[config.mk]
export PLATFORM = sky130hd
export DESIGN_NAME = bss_front
export DESIGN_NICKNAME = d
export VERILOG_FILES = /design/src/bss_pkg.sv /design/src/bss_front.sv
export SDC_FILE = /design/constraint.sdc
export NUM_CORES = 1
export LEC_CHECK = 0
export BUFFER_PORTS_ARGS = -buffer_cell sky130_fd_sc_hd__buf_2
export CORE_AREA = 2 2 98 62
export CTS_CLUSTER_SIZE = 8
export DETAILED_ROUTE_END_ITERATION = 8
export DIE_AREA = 0 0 100 64
export PLACE_DENSITY = 0.75
export SLEW_MARGIN = 25
export SYNTH_ARGS = -nofsm -noshare
export SYNTH_HDL_FRONTEND = slang
export SYNTH_SLANG_ARGS = --single-unit
[constraint.sdc]
create_clock -name clk -period 3 [get_ports clk]
set_input_delay 0.6 -clock clk [delete_from_list [all_inputs] [get_ports clk]]
set_output_delay 0.6 -clock clk [all_outputs]
set_load 0.02 [all_outputs]
[src/bss_pkg.sv]
package bss_pkg;

  typedef enum logic [1:0] {
    OP_ACCUM = 2'd0,
    OP_READ_TOTAL = 2'd1,
    OP_READ_ENTRY = 2'd2,
    OP_CLEAR = 2'd3
  } op_t;

  typedef enum logic [1:0] {
    ST_OK = 2'd0,
    ST_DROPPED = 2'd1,
    ST_BAD_SELECT = 2'd2
  } status_t;

  typedef enum logic [1:0] {
    TBL_BYTE = 2'd0,
    TBL_ALL = 2'd1,
    TBL_EVEN = 2'd2,
    TBL_ODD = 2'd3
  } table_t;

  typedef enum logic [3:0] {
    TOT_COUNT = 4'd0,
    TOT_ONES = 4'd1,
    TOT_SUM = 4'd2,
    TOT_SQUARES = 4'd3,
    TOT_DIFFS = 4'd4,
    TOT_RUN = 4'd5,
    TOT_LOW = 4'd6,
    TOT_MID = 4'd7,
    TOT_HIGH = 4'd8
  } total_t;

  typedef enum logic [1:0] {
    CFG_BIGRAM = 2'd0,
    CFG_LOW = 2'd1,
    CFG_HIGH = 2'd2
  } cfg_reg_t;

  typedef enum logic [2:0] {
    BK_IDLE,
    BK_READ,
    BK_WRITE,
    BK_CLEAR,
    BK_RESULT
  } bk_state_t;

  localparam int unsigned READ_WIDTH = 48;
  localparam int unsigned PAIR_AW = 16;
  localparam int unsigned BYTE_AW = 8;

  typedef struct packed {
    op_t opcode;
    logic [7:0] data_byte;
    table_t table_select;
    logic [15:0] entry_index;
    logic [3:0] total_select;
  } cmd_t;

endpackage

[src/bss_front.sv]
module bss_front (
  input  logic          clk,
  input  logic          rst_n,
  input  logic          in_valid,
  output logic          in_stall,
  input  bss_pkg::cmd_t in_cmd,
  output logic          q_valid,
  input  logic          q_pop,
  output bss_pkg::cmd_t q_cmd
);

  bss_pkg::cmd_t slot_r [2];
  logic [1:0] cnt_r, cnt_nxt;
  logic wp_r, rp_r;
  logic push;

  assign in_stall = (cnt_r == 2'd2);
  assign push = in_valid && !in_stall;
  assign q_valid = (cnt_r != 2'd0);
  assign q_cmd = slot_r[rp_r];

  always_comb begin
    cnt_nxt = cnt_r + {1'b0, push} - {1'b0, q_pop && q_valid};
  end

  always_ff @(posedge clk) begin
    if (!rst_n) begin
      cnt_r <= '0;
      wp_r <= 1'b0;
      rp_r <= 1'b0;
    end else begin
      cnt_r <= cnt_nxt;
      if (push) wp_r <= !wp_r;
      if (q_pop && q_valid) rp_r <= !rp_r;
    end
    if (push) slot_r[wp_r] <= in_cmd;
  end

endmodule

* Word-level counts from Yosys, hierarchy flattened
Memory sizes are Yosys's and may differ from the RTL's. A register that Yosys moved wholly into a read port is not among the register bits.
Index checks and enable logic that the tools add are counted.
W data, S select, Z words.
** Word-level totals
- Register bits :: 4
- Memory bits (writable) :: 64
- Bits of input ports :: 36
- Output and inout port bits :: 34
- Word-level logic and storage cells :: 17
- Memories :: 1
** Memories
- slot_r :: words 2, width 32, rd ports 1, clocked after Yosys merged registers in 1, write ports 1, line bss_front.sv:12 : bss_pkg::cmd_t slot_r [2];
** Cells by class
- Add/sub/neg operators :: 2
- Eq/ne operators :: 1
- Mux-type cells :: 4
- Reductions and logical operators :: 6
** Operator list (count)
- $mux W1 :: 4
- $logic_not A1 Y1 :: 3
- $add A2 B1 Y2 :: 1
- $eq A2 B2 Y1 const B :: 1
- $logic_and A1 B1 Y1 :: 2
- $reduce_bool A2 Y1 :: 1
- $sub A2 B1 Y2 :: 1

* Depth between registers and ports, before layout
Gate-level depths: netlist of the first run.
- Word-level depth :: 5
- Depth in mapped cells :: 8
- Mapped depth without buffers :: 8

* Least setup slack after synthesis of the first run
OpenSTA, ideal clock, no wires.
- Path type :: input port to flip-flop
- Start point :: input port in_valid
- End point :: memory slot_r[0][0] in the netlist's numbering (enable)
- Setup time :: 421 ps
- Arrival time :: 2049 ps
- Required time :: 2579 ps
- Setup slack :: 530 ps
- Stages on the path :: 2
- Path buffers :: 0
- Cell sequence :: nand2_1 > nor2_1
** On the way
- Longest elaborated chain between the ends :: 3
** RTL lines
- start: declaration :: line bss_front.sv:4 : input logic in_valid,
- $logic_and A1 B1 Y1 :: line bss_front.sv:18 : assign push = in_valid && !in_stall;
- $mux W1 :: line bss_front.sv:36 : if (push) slot_r[wp_r] <= in_cmd;
- $mux W1 (not written as such) :: line bss_front.sv:36
- end: declaration :: line bss_front.sv:12
No other way between the ends.

==> implementation parameters, run 1 <==
Parameter                              Value

Run status
  Status    finished clean

CTS
  Number of buffers created by CTS    9
  Clock root buffer    clkbuf_8
  Clock buffer depth    2
  Clk sinks    69
  Post-CTS setup buffer count    0
  CTS tree    yes
  Quantity of gates resized following cts    0
  Clock Pin Slew Worst Setup and Hold Paths    70 ps
  Worst-Skew Late Latency    330 ps
  H-Tree Level Count    3
  Cts-stage hold buffer count    0

Global routing
  Congestion Overflow GR    0
  Largest net degree at the start of global routing    33
  Total track usage    14.07%
  Number of global-route vias before repair    1241
  Antenna violations before repair    0
  Wire length of the first global-routing pass    6.334 mm

Timing
  Final period util    78.62%
  Final clock skew    7.719 ps
  Hold violation total from the final report    0
  Top achievable clock speed    424.0 MHz
  Fin crit period    2359 ps
  Aggregate negative setup slack    0 ps
  Count of final max-slew check failures    0
  Worst slew margin relative to its limit    62.34%
  Measured slew at the worst slew-check pin    565.0 ps
  Total setup violations reported at the end of the flow    0
  Slack of the critical path    641.3 ps
  Worst Hold Slack    449.0 ps
  Unrepaired setup endpoints after global routing    false

Finish
  Number of fillers in the final layout    433
  Top library cells by usage in the layout, fill and taps aside    69 x buf_2, 64 x edfxtp_1, 30 x mux2_4, 9 x clkbuf_8, 4 x dfxtp_1
  Final non-filler cell total    278
  Final nets    242
  Final Util    60.37%
  Most common library cell in the layout ignoring fill and taps    buf_2
  Area growth from synthesis to layout    22.03%
  Count of inserted antenna diode cells    0
  Share of post-route cells with drive strength above 1    58.37%

Setup path
  WP data arrival    1760 ps
  Type of element launching the critical path    flop
  Worst Path Class, Setup    flop to output pin
  Worst EP required    2400 ps
  Endpoint type of the worst setup path    output pin
  Maximum net fanout on the critical path    17
  Cell type of the slowest stage on the worst timing path    dfxtp_2
  FF-to-FF setup slack    1310 ps
  Cell chain of the critical path    buf_12, mux2_4, buf_2
  Peak per-stage delay on the critical path    690 ps
  Beginning of the worst register-to-register path    cnt_r[0]$_SDFF_PN0_
  Reg-to-reg critical path endpoint    cnt_r[1]$_SDFF_PN0_
  CP endpoint    q_cmd[26]
  R2r worst-path depth    8

Power
  Internal    1.989 mW
  Switching Power    0.8323 mW
  Clock power frac    25.1%
  Leak    1.322 nW
  Power per standard cell area    855.0 nW/um^2
  Fraction of power consumed by sequential logic    45.9%
  Peak supply drop    0.5132 mV
  Sw Ratio    29.50%
  Share of power burned in combinational logic    28.9%

Route
  Post-Route WL    4.233 mm
  Routed len/inst    15.23 microns
  First-iteration detailed-routing DRC count    62
  # DRC    0
  Total via count in the routed design    1300
  Final antenna-violating net count    0
  Count of TritonRoute iterations in the first routing pass    4
  Via count normalized by instance count    4.676

Place
  DPL Wire Length    2.834 mm
  Post-placement worst setup slack    981.8 ps
  Buffers added on ports    69
  Global placer's final weighted congestion    0.6491
  Placed insts    262

Logic synthesis
  Sequential element share of the synthesized area    74.78%
  Average size of a mapped cell    21.63 sq um
  Post-synthesis register bit count    69
  Number of warnings issued by yosys    0
  Synth Net Count    163
  Synthesized instance count    125
  Yosys cell types    18
  Mapped Area    2704 sq um

Floorplanning
  Overall die height    64 microns
  Effective utilization at floorplan    49.47%
  Area of the die    6400 sq um
  Ports placed on the boundary    70
  Overall die width    100 microns
  Total core area    5465 sq um
  Number of cell rows    21

Min path
  Class of the worst hold path    input port to flop

Run
  Number of max-cap violations    0
## area by class of cell
type / instances / area, sq um / share of cell area (%)
multi-input combinational: 50 / 610.6 / 18.51
tap: 69 / 86.33 / 2.617
sequential: 69 / 2023 / 61.32
clock inverter: 6 / 63.81 / 1.934
inverter: 2 / 7.507 / 0.2275
timing repair buffer: 72 / 380.4 / 11.53
clock buffer: 10 / 127.6 / 3.868
## power groups by stage
stage | combinational (mW) | clock (mW) | sequential, mW
6_report | 0.816 | 0.709 | 1.30
5_1_grt | 0.876 | 0.787 | 1.31
4_1_cts | 0.829 | 0.731 | 1.30
3_5_place_dp | 0.825 | 0 | 1.32
3_3_place_gp | 0.818 | 0 | 1.31
2_1_floorplan | 0.688 | 0 | 1.27
## worst max-delay path, delay by kind of cell (launching register included)
family	cells	cell delay [ps]
muxes	1	310
buffers and inverters	2	410
DFF	1	690
## per-stage QoR
step / instance area (sq um) / total power, mW
after floorplan: 2704 / 1.954
after global placement: 3108 / 2.132
after detailed placement: 3108 / 2.145
after CTS: 3299 / 2.860
after global routing: 3299 / 2.975
final: 3299 / 2.821
## kinds of logic (layout without fill, tap and decap cells)
family,after synthesis,in the layout,synth area share [%]
flops,69,69,74.78
mux,33,33,17.86
simple gates,11,11,2.268
buf+inv,6,90,2.915
xor+xnor,3,3,0.9719
fa+ha+maj,2,2,0.9253
compound gates,1,1,0.2778
## worst min-delay path by stage
stage	start	end	slack [ps]	cells past startpoint
CTS	in_cmd[21]	slot_r[0][21]$_DFFE_PP_	430	1
finish	in_cmd[11]	slot_r[1][11]$_DFFE_PP_	450	1
global placement	wp_r$_SDFFE_PN0N_	wp_r$_SDFFE_PN0N_	510	2
detailed placement	wp_r$_SDFFE_PN0N_	wp_r$_SDFFE_PN0N_	520	2
floorplan	wp_r$_SDFFE_PN0N_	wp_r$_SDFFE_PN0N_	450	2
global route	in_cmd[13]	slot_r[0][13]$_DFFE_PP_	420	1
## synth_stat cells, drive strengths merged
library cell	instances	share of area, %
mux2	32	17
mux2i	1	0.37
ha	2	0.93
nand2	2	0.28
buf	4	2.6
dfxtp	5	3.7
and2	2	0.46
edfxtp	64	71
o21a	1	0.28
nor2b	2	0.46
nor2	1	0.14
or2	1	0.23
xnor2	3	0.97
inv	2	0.28
and3	1	0.23
nand2b	2	0.46
## sequential cells by signal, summed over array words and instances (netlist names), named ones only
register / flops
cnt_r: 2
slot_r: 64
wp_r: 1
rp_r: 1
## routing by layer
layer | share of wire (%) | wire (microns) | global-route usage [%]
met1 | 47 | 2001 | 17.99
met2 | 43 | 1811 | 20.86
met4 | 0.40 | 17 | 2.568
met5 | 0 | 0 | 0
met3 | 9.5 | 403 | 8.643
No activity file was read; power rests on OpenSTA's default activity.
==> run 2, diff against run 1 <==
--- a/config.mk
+++ b/config.mk
@@ -5,12 +5,13 @@
 export SDC_FILE = /design/constraint.sdc
 export NUM_CORES = 1
 export LEC_CHECK = 0
+export ABC_AREA = 1
 export BUFFER_PORTS_ARGS = -buffer_cell sky130_fd_sc_hd__buf_2
-export CORE_AREA = 2 2 98 62
+export CORE_AREA = 2 2 102 64
 export CTS_CLUSTER_SIZE = 8
 export DETAILED_ROUTE_END_ITERATION = 8
-export DIE_AREA = 0 0 100 64
-export PLACE_DENSITY = 0.75
+export DIE_AREA = 0 0 104 66
+export PLACE_DENSITY = 0.74
 export SLEW_MARGIN = 25
 export SYNTH_ARGS = -nofsm -noshare
 export SYNTH_HDL_FRONTEND = slang
==> constraint.sdc (replaced) <==
create_clock -name clk -period 2 [get_ports clk]
set_input_delay 0.4 -clock clk [delete_from_list [all_inputs] [get_ports clk]]
set_output_delay 0.4 -clock clk [all_outputs]
set_load 0.02 [all_outputs]
==> run 2 against run 1 <==
Against the previous run:
- setup slack lost 560 ps
- combinational power is 56% higher
- design area rose by 0.99%
- total power increased by 50%
- core utilization down 4.3 points
- non-clock buffer count increased by 1
- via count rose by 5.1%
- first-iteration DRC count shrank 16%
- global-route usage decreased by 0.87 points
- synthesized cell count is 9.6% higher
==> implementation parameters, run 2 <==
Parameter                              Value

Route
  # DRC    0 (unchanged)
  Count of TritonRoute iterations in the first routing pass    4 (unchanged)
  Total via count in the routed design    1366 (was 1300)
  First-iteration detailed-routing DRC count    52 (was 62)
  Via count normalized by instance count    4.464 (was 4.676)
  Final antenna-violating net count    0 (unchanged)
  Post-Route WL    4.204 mm (was 4.233 mm)
  Routed len/inst    13.74 microns (was 15.23 microns)

Place
  Buffers added on ports    69 (unchanged)
  Total cell area at the placement stage    3141 sq um (was 3108 sq um)
  Post-placement worst setup slack    379.8 ps (was 981.8 ps)
  Global placer's final weighted congestion    0.7448 (was 0.6491)
  DPL Wire Length    2.806 mm (was 2.834 mm)
  Placed insts    290 (was 262)

Timing
  Total setup violations reported at the end of the flow    0 (unchanged)
  Final clock skew    5.759 ps (was 7.719 ps)
  Top achievable clock speed    521.4 MHz
  Worst slew margin relative to its limit    70.95% (was 62.34%)
  Fin crit period    1918 ps
  Final period util    95.89%
  Count of final max-slew check failures    0 (unchanged)
  Slack of the critical path    82.23 ps (was 641.3 ps)
  Unrepaired setup endpoints after global routing    false (unchanged)
  Hold violation total from the final report    0 (unchanged)
  Measured slew at the worst slew-check pin    435.8 ps (was 565.0 ps)
  Worst Hold Slack    247.3 ps (was 449.0 ps)
  Aggregate negative setup slack    0 ps (unchanged)

Run
  Number of max-cap violations    0 (unchanged)

Logic synthesis
  Sequential element share of the synthesized area    74.61% (was 74.78%)
  Synthesized instance count    137 (was 125)
  Leading area contributor after synthesis    edfxtp_1 (unchanged)
  Synth top cells by count    64 x edfxtp_1, 30 x mux2_4, 9 x nand2_1, 8 x inv_1, 8 x nor2_1 (was 64 x edfxtp_1, 30 x mux2_4, 5 x dfxtp_1, 3 x buf_12, 3 x xnor2_1)
  Most area-consuming cells after synthesis    edfxtp_1 71%, mux2_4 17%, dfxtp_1 3.7%, buf_12 2.2%, nand2_1 1.2% (was edfxtp_1 71%, mux2_4 17%, dfxtp_1 3.7%, buf_12 2.2%, xnor2_1 0.97%)
  Number of warnings issued by yosys    0 (unchanged)
  Most common flop cell mapped by yosys    edfxtp_1 (unchanged)
  Share of async-settable or async-resettable flops after synthesis    0% (unchanged)
  Top-count cell post-synth    edfxtp_1 (unchanged)
  Synth Net Count    175 (was 163)
  Average size of a mapped cell    19.78 sq um (was 21.63 sq um)
  Mapped Area    2710 sq um (was 2704 sq um)
  Number of enable-type register cells in the synthesized netlist    64 (unchanged)
  Post-synthesis register bit count    69 (unchanged)
  Proportion of netlist area held by the largest area contributor    70.91% (was 71.08%)
  Yosys cell types    12 (was 18)

CTS
  H-Tree Level Count    3 (unchanged)
  Post-CTS setup buffer count    0 (unchanged)
  Cts-stage hold buffer count    0 (unchanged)
  Clock Pin Slew Worst Setup and Hold Paths    70 ps (about the same)
  Clock root buffer    clkbuf_8 (unchanged)
  Clock buffer depth    2 (unchanged)
  Number of buffers created by CTS    9 (unchanged)
  CTS tree    yes (unchanged)
  Worst-Skew Late Latency    340 ps (was 330 ps)
  Clk sinks    69 (unchanged)

Setup path
  Type of element launching the critical path    flop (unchanged)
  Endpoint type of the worst setup path    output pin (unchanged)
  Beginning of the worst register-to-register path    cnt_r[0]$_SDFF_PN0_ (unchanged)
  Cell chain of the critical path    buf_16, mux2_2, buf_2 (was buf_12, mux2_4, buf_2)
  WP data arrival    1520 ps (was 1760 ps)
  CP endpoint    q_cmd[0] (was q_cmd[26])
  FF-to-FF setup slack    400 ps (was 1310 ps)
  R2r worst-path depth    10 (was 8)
  Reg-to-reg critical path endpoint    cnt_r[1]$_SDFF_PN0_ (unchanged)
  Peak per-stage delay on the critical path    420 ps (was 690 ps)
  Worst EP required    1600 ps (was 2400 ps)
  Maximum net fanout on the critical path    27 (was 17)
  Cell type of the slowest stage on the worst timing path    dfxtp_4 (was dfxtp_2)
  Worst Path Class, Setup    flop to output pin (unchanged)

Finish
  Number of flip-flops in the largest register    64 (unchanged)
  Fin area    3332 sq um (was 3299 sq um)
  Final non-filler cell total    306 (was 278)
  Final Util    56.04% (was 60.37%)
  Reg with most FFs    slot_r (unchanged)
  Count of inserted antenna diode cells    0 (unchanged)
  Most common library cell in the layout ignoring fill and taps    buf_2 (unchanged)
  Largest registers in the final layout    slot_r x64, cnt_r x2 (unchanged)
  Final nets    255 (was 242)
  Share of post-route cells with drive strength above 1    54.50% (was 58.37%)
  Top library cells by usage in the layout, fill and taps aside    69 x buf_2, 64 x edfxtp_1, 30 x mux2_4, 9 x nand2_1, 9 x clkbuf_8 (was 69 x buf_2, 64 x edfxtp_1, 30 x mux2_4, 9 x clkbuf_8, 4 x dfxtp_1)
  Area growth from synthesis to layout    22.95% (was 22.03%)

Min path
  Class of the worst hold path    input port to flop (unchanged)
  Number of stages on the worst hold path    1 (unchanged)

Global routing
  Wire length of the first global-routing pass    6.513 mm (was 6.334 mm)
  Largest net degree at the start of global routing    33 (unchanged)
  Antenna violations before repair    0 (unchanged)
  Number of global-route vias before repair    1397 (was 1241)
  Congestion Overflow GR    0 (unchanged)
  Total track usage    13.20% (was 14.07%)

Power
  Peak supply drop    0.9208 mV (was 0.5132 mV)
  Leak    1.370 nW (was 1.322 nW)
  Final total power    4.226 mW (was 2.821 mW)
  Power per standard cell area    1268 nW/um^2 (was 855.0 nW/um^2)

Floorplanning
  Number of cell rows    22 (was 21)
  Overall die height    66 microns (was 64 microns)
  Area of the die    6864 sq um (was 6400 sq um)
  Effective utilization at floorplan    45.58% (was 49.47%)
  Total core area    5946 sq um (was 5465 sq um)
  Overall die width    104 microns (was 100 microns)
  Ports placed on the boundary    70 (unchanged)

Run status
  Status    finished clean (unchanged)
-- run 2: changes by cell type after synthesis, moves of 2 or more --
cell      before  now
nand2b_1       2    0
inv_1          2    8
nand3_1        0    3
nor2_1         1    8
nor2b_1        2    0
a21oi_1        0    2
and2_1         2    0
nand2_1        2    9
xnor2_1        3    0
-- run 2: routing by layer --
metal / GRT usage [%] / vias up / part of all wire (%)
li1: - / 669 / -
met1: 15.29 / 643 / 46
met2: 21.13 / 46 / 45
met3: 6.897 / 8 / 6.9
met4: 5.068 / 0 / 1.5
met5: 0 / - / 0
-- run 2: logic make-up (layout without fill, tap and decap cells) --
kind of cell	Yosys count	count (layout)	synth area share, %
adders and majority gates	2	2	0.9232
muxes	32	32	17.45
DFF	69	69	74.61
AOI/OAI and AO/OA	2	2	0.3694
and+or+nand+nor	20	20	2.908
buffers and inverters	12	97	3.740
-- run 2: power by group --
group	total [mW]	switching (mW)	internal, mW
combinational	1.27	0.702	0.571
sequential	1.92	0.0846	1.83
clock	1.04	0.473	0.562
-- run 2: worst max-delay path: cells and delay by family, from the launching register on --
| kind | cells | cell delay [ps] |
|---|---|---|
| buffers and inverters | 2 | 400 |
| flip-flops | 1 | 420 |
| multiplexers | 1 | 360 |
-- run 2: cell type report --
type	instances	area [sq um]
fill	487	2614
inverter	8	30.03
clock buffer	10	127.6
timing repair buffer	73	395.4
clock inverter	6	53.80
multi-input combinational	56	594.3
tap	84	105.1
sequential	69	2026
-- run 2: how the worst min path moves through the flow --
stage                                  from                 endpoint  slack, ps
after CTS                        in_cmd[11]  slot_r[0][11]$_DFFE_PP_        230
after global placement    rp_r$_SDFFE_PN0P_        rp_r$_SDFFE_PN0P_        490
after floorplan           rp_r$_SDFFE_PN0P_                     flop        470
after global routing             in_cmd[30]  slot_r[1][30]$_DFFE_PP_        220
final                            in_cmd[24]  slot_r[1][24]$_DFFE_PP_        250
after detailed placement  rp_r$_SDFFE_PN0P_        rp_r$_SDFFE_PN0P_        500
-- run 2: what timing repair did --
item | 4_1_cts | 5_1_grt
setup endpoints to repair | 1 | 1
pin swaps | 0 | 0
resized for setup | 1 | 1
==> run 3, diff against run 2 <==
--- a/config.mk
+++ b/config.mk
@@ -7,10 +7,10 @@
 export LEC_CHECK = 0
 export ABC_AREA = 1
 export BUFFER_PORTS_ARGS = -buffer_cell sky130_fd_sc_hd__buf_2
-export CORE_AREA = 2 2 102 64
+export CORE_AREA = 2 2 99 63
 export CTS_CLUSTER_SIZE = 8
 export DETAILED_ROUTE_END_ITERATION = 8
-export DIE_AREA = 0 0 104 66
+export DIE_AREA = 0 0 101 65
 export PLACE_DENSITY = 0.74
 export SLEW_MARGIN = 25
 export SYNTH_ARGS = -nofsm -noshare
==> constraint.sdc (replaced) <==
create_clock -name clk -period 2.3 [get_ports clk]
set_input_delay 0.46 -clock clk [delete_from_list [all_inputs] [get_ports clk]]
set_output_delay 0.46 -clock clk [all_outputs]
set_load 0.02 [all_outputs]
==> run 3 against run 2 <==
Against the previous run:
- sequential power is 14% lower
- register-to-register slack better by 300 ps
- core utilization rose by 0.87 points
- design area fell by 1.3%
- die area shrank 4.4%
- critical path depth is the same
- cell count decreased by 3.9%
- routed wire length is 1.5% higher
- worst hold slack improved by 67 ps
- via count increased by 0.81%
- global-route usage rose by 0.99 points
- critical path type unchanged
==> implementation parameters, run 3 (synthesis gave the netlist of run 2 again) <==
Parameter                              Value

Setup path
  Bufs and invs on worst path    2 (unchanged)
  FF-to-FF setup slack    700 ps (was 400 ps)
  Worst EP required    1840 ps (was 1600 ps)
  Worst Path Class, Setup    flop to output pin (unchanged)
  CP endpoint    q_cmd[0] (unchanged)
  Maximum net fanout on the critical path    22 (was 27)
  Family with the most delay on the worst path    buffers and inverters (was flip-flops)
  Type of element launching the critical path    flop (unchanged)
  Beginning of the worst register-to-register path    cnt_r[0]$_SDFF_PN0_ (unchanged)
  Reg-to-reg critical path endpoint    cnt_r[1]$_SDFF_PN0_ (unchanged)
  Cell type of the slowest stage on the worst timing path    mux2_2 (was dfxtp_4)
  Peak per-stage delay on the critical path    380 ps (was 420 ps)
  Cell chain of the critical path    buf_4, mux2_2, buf_2 (was buf_16, mux2_2, buf_2)
  R2r worst-path depth    10 (unchanged)
  WP data arrival    1560 ps (was 1520 ps)
  Cell count along the critical path    3 (unchanged)
  Endpoint type of the worst setup path    output pin (unchanged)

CTS
  Post-CTS setup buffer count    0 (unchanged)
  Cts-stage hold buffer count    0 (unchanged)
  Number of buffers created by CTS    9 (unchanged)
  Quantity of gates resized following cts    0 (was 1)
  Worst-Skew Late Latency    330 ps (was 340 ps)
  Clock Pin Slew Worst Setup and Hold Paths    70 ps (about the same)
  Clock buffer depth    2 (unchanged)
  Clock root buffer    clkbuf_8 (unchanged)
  H-Tree Level Count    3 (unchanged)
  CTS tree    yes (unchanged)
  Clk sinks    69 (unchanged)

Route
  Final antenna-violating net count    0 (unchanged)
  Total via count in the routed design    1377 (was 1366)
  First-iteration detailed-routing DRC count    69 (was 52)
  # DRC    0 (unchanged)
  Post-Route WL    4.268 mm (was 4.204 mm)
  Via count normalized by instance count    4.684 (was 4.464)
  Routed len/inst    14.52 microns (was 13.74 microns)
  Count of TritonRoute iterations in the first routing pass    3 (was 4)

Floorplanning
  Ports placed on the boundary    70 (unchanged)
  Number of cell rows    22 (unchanged)
  Effective utilization at floorplan    46.88% (was 45.58%)
  Overall die height    65 microns (was 66 microns)
  Area of the die    6565 sq um (was 6864 sq um)
  Overall die width    101 microns (was 104 microns)
  Total core area    5781 sq um (was 5946 sq um)

Finish
  Top library cells by usage in the layout, fill and taps aside    69 x buf_2, 64 x edfxtp_1, 30 x mux2_4, 10 x clkbuf_8, 9 x nand2_1 (was 69 x buf_2, 64 x edfxtp_1, 30 x mux2_4, 9 x nand2_1, 9 x clkbuf_8)
  Share of post-route cells with drive strength above 1    53.15% (was 54.50%)
  Area growth from synthesis to layout    21.38% (was 22.95%)
  Reg with most FFs    slot_r (unchanged)
  Number of fillers in the final layout    472 (was 487)
  Fin area    3289 sq um (was 3332 sq um)
  Number of flip-flops in the largest register    64 (unchanged)
  Count of inserted antenna diode cells    0 (unchanged)
  Final nets    255 (unchanged)
  Most common library cell in the layout ignoring fill and taps    buf_2 (unchanged)
  Largest registers in the final layout    slot_r x64, cnt_r x2 (unchanged)

Timing
  Worst slew margin relative to its limit    66.53% (was 70.95%)
  Top achievable clock speed    495.6 MHz
  Total setup violations reported at the end of the flow    0 (unchanged)
  Measured slew at the worst slew-check pin    501.5 ps (was 435.8 ps)
  Final clock skew    6.343 ps (was 5.759 ps)
  Hold violation total from the final report    0 (unchanged)
  Unrepaired setup endpoints after global routing    false (unchanged)
  Aggregate negative setup slack    0 ps (unchanged)
  Fin crit period    2018 ps
  Count of final max-slew check failures    0 (unchanged)
  Slack of the critical path    282.2 ps (was 82.23 ps)
  Final period util    87.73%

Place
  Global placer's final weighted congestion    0.7708 (was 0.7448)
  Buffers added on ports    69 (unchanged)
  Total cell area at the placement stage    3126 sq um (was 3141 sq um)
  DPL Wire Length    2.866 mm (was 2.806 mm)
  Post-placement worst setup slack    627.1 ps (was 379.8 ps)

Min path
  Critical hold path startpoint    in_cmd[25] (was in_cmd[24])
  Class of the worst hold path    input port to flop (unchanged)

Global routing
  Wire length of the first global-routing pass    6.527 mm (was 6.513 mm)
  Number of global-route vias before repair    1371 (was 1397)
  Largest net degree at the start of global routing    33 (unchanged)
  Total track usage    14.19% (was 13.20%)
  Antenna violations before repair    0 (unchanged)
  Congestion Overflow GR    0 (unchanged)

Power
  Peak supply drop    0.5676 mV (was 0.9208 mV)
  Power per standard cell area    1087 nW/um^2 (was 1268 nW/um^2)
  Leak    1.348 nW (was 1.370 nW)

Run status
  Status    finished clean (unchanged)

Run
  Number of max-cap violations    0 (unchanged)
==> run 3: area by class of cell <==
type / count / area [sq um] / share of cell area [%]
well taps: 72 / 90.09 / 2.739
clock inverters: 2 / 11.26 / 0.3423
repair buffers: 73 / 387.9 / 11.79
inverters: 8 / 30.03 / 0.9129
flip-flops and latches: 69 / 2023 / 61.51
clock buffers: 14 / 152.6 / 4.641
multi-input cells: 56 / 594.3 / 18.07
==> run 3: where the power goes <==
group          leakage, nW  internal, mW  switching (mW)  total [mW]
clock               0.0783         0.419           0.397       0.816
sequential           0.639          1.59          0.0592        1.65
combinational        0.630         0.483           0.624        1.11
total                 1.35          2.49            1.08        3.57
==> run 3: metal layers <==
metal / up-vias / GRT usage [%] / part of all wire [%]
li1: 670 / - / -
met1: 652 / 17.33 / 47
met2: 49 / 21.08 / 44
met3: 6 / 7.551 / 7.1
met4: 0 / 6.081 / 1.1
met5: - / 0 / 0
==> run 3: worst min path at each step <==
stage / slack [ps] / cells after the start / end
2_1_floorplan: 470 / 2 / flop
3_3_place_gp: 490 / 2 / rp_r$_SDFFE_PN0P_
3_5_place_dp: 490 / 2 / flop
4_1_cts: 290 / 1 / slot_r[1][25]$_DFFE_PP_
5_1_grt: 290 / 1 / slot_r[0][14]$_DFFE_PP_
6_report: 310 / 1 / slot_r[0][25]$_DFFE_PP_
==> run 3: per-stage QoR <==
stage	power [mW]	cells	hold slack [ps]	utilization, %
2_1_floorplan	2.538	137	467.5	-
6_report	3.575	294	314.4	56.90
3_5_place_dp	2.796	278	490.1	54.07
3_3_place_gp	2.782	278	488.5	54.07
4_1_cts	3.626	294	290.3	56.90
5_1_grt	3.771	294	285.9	56.90
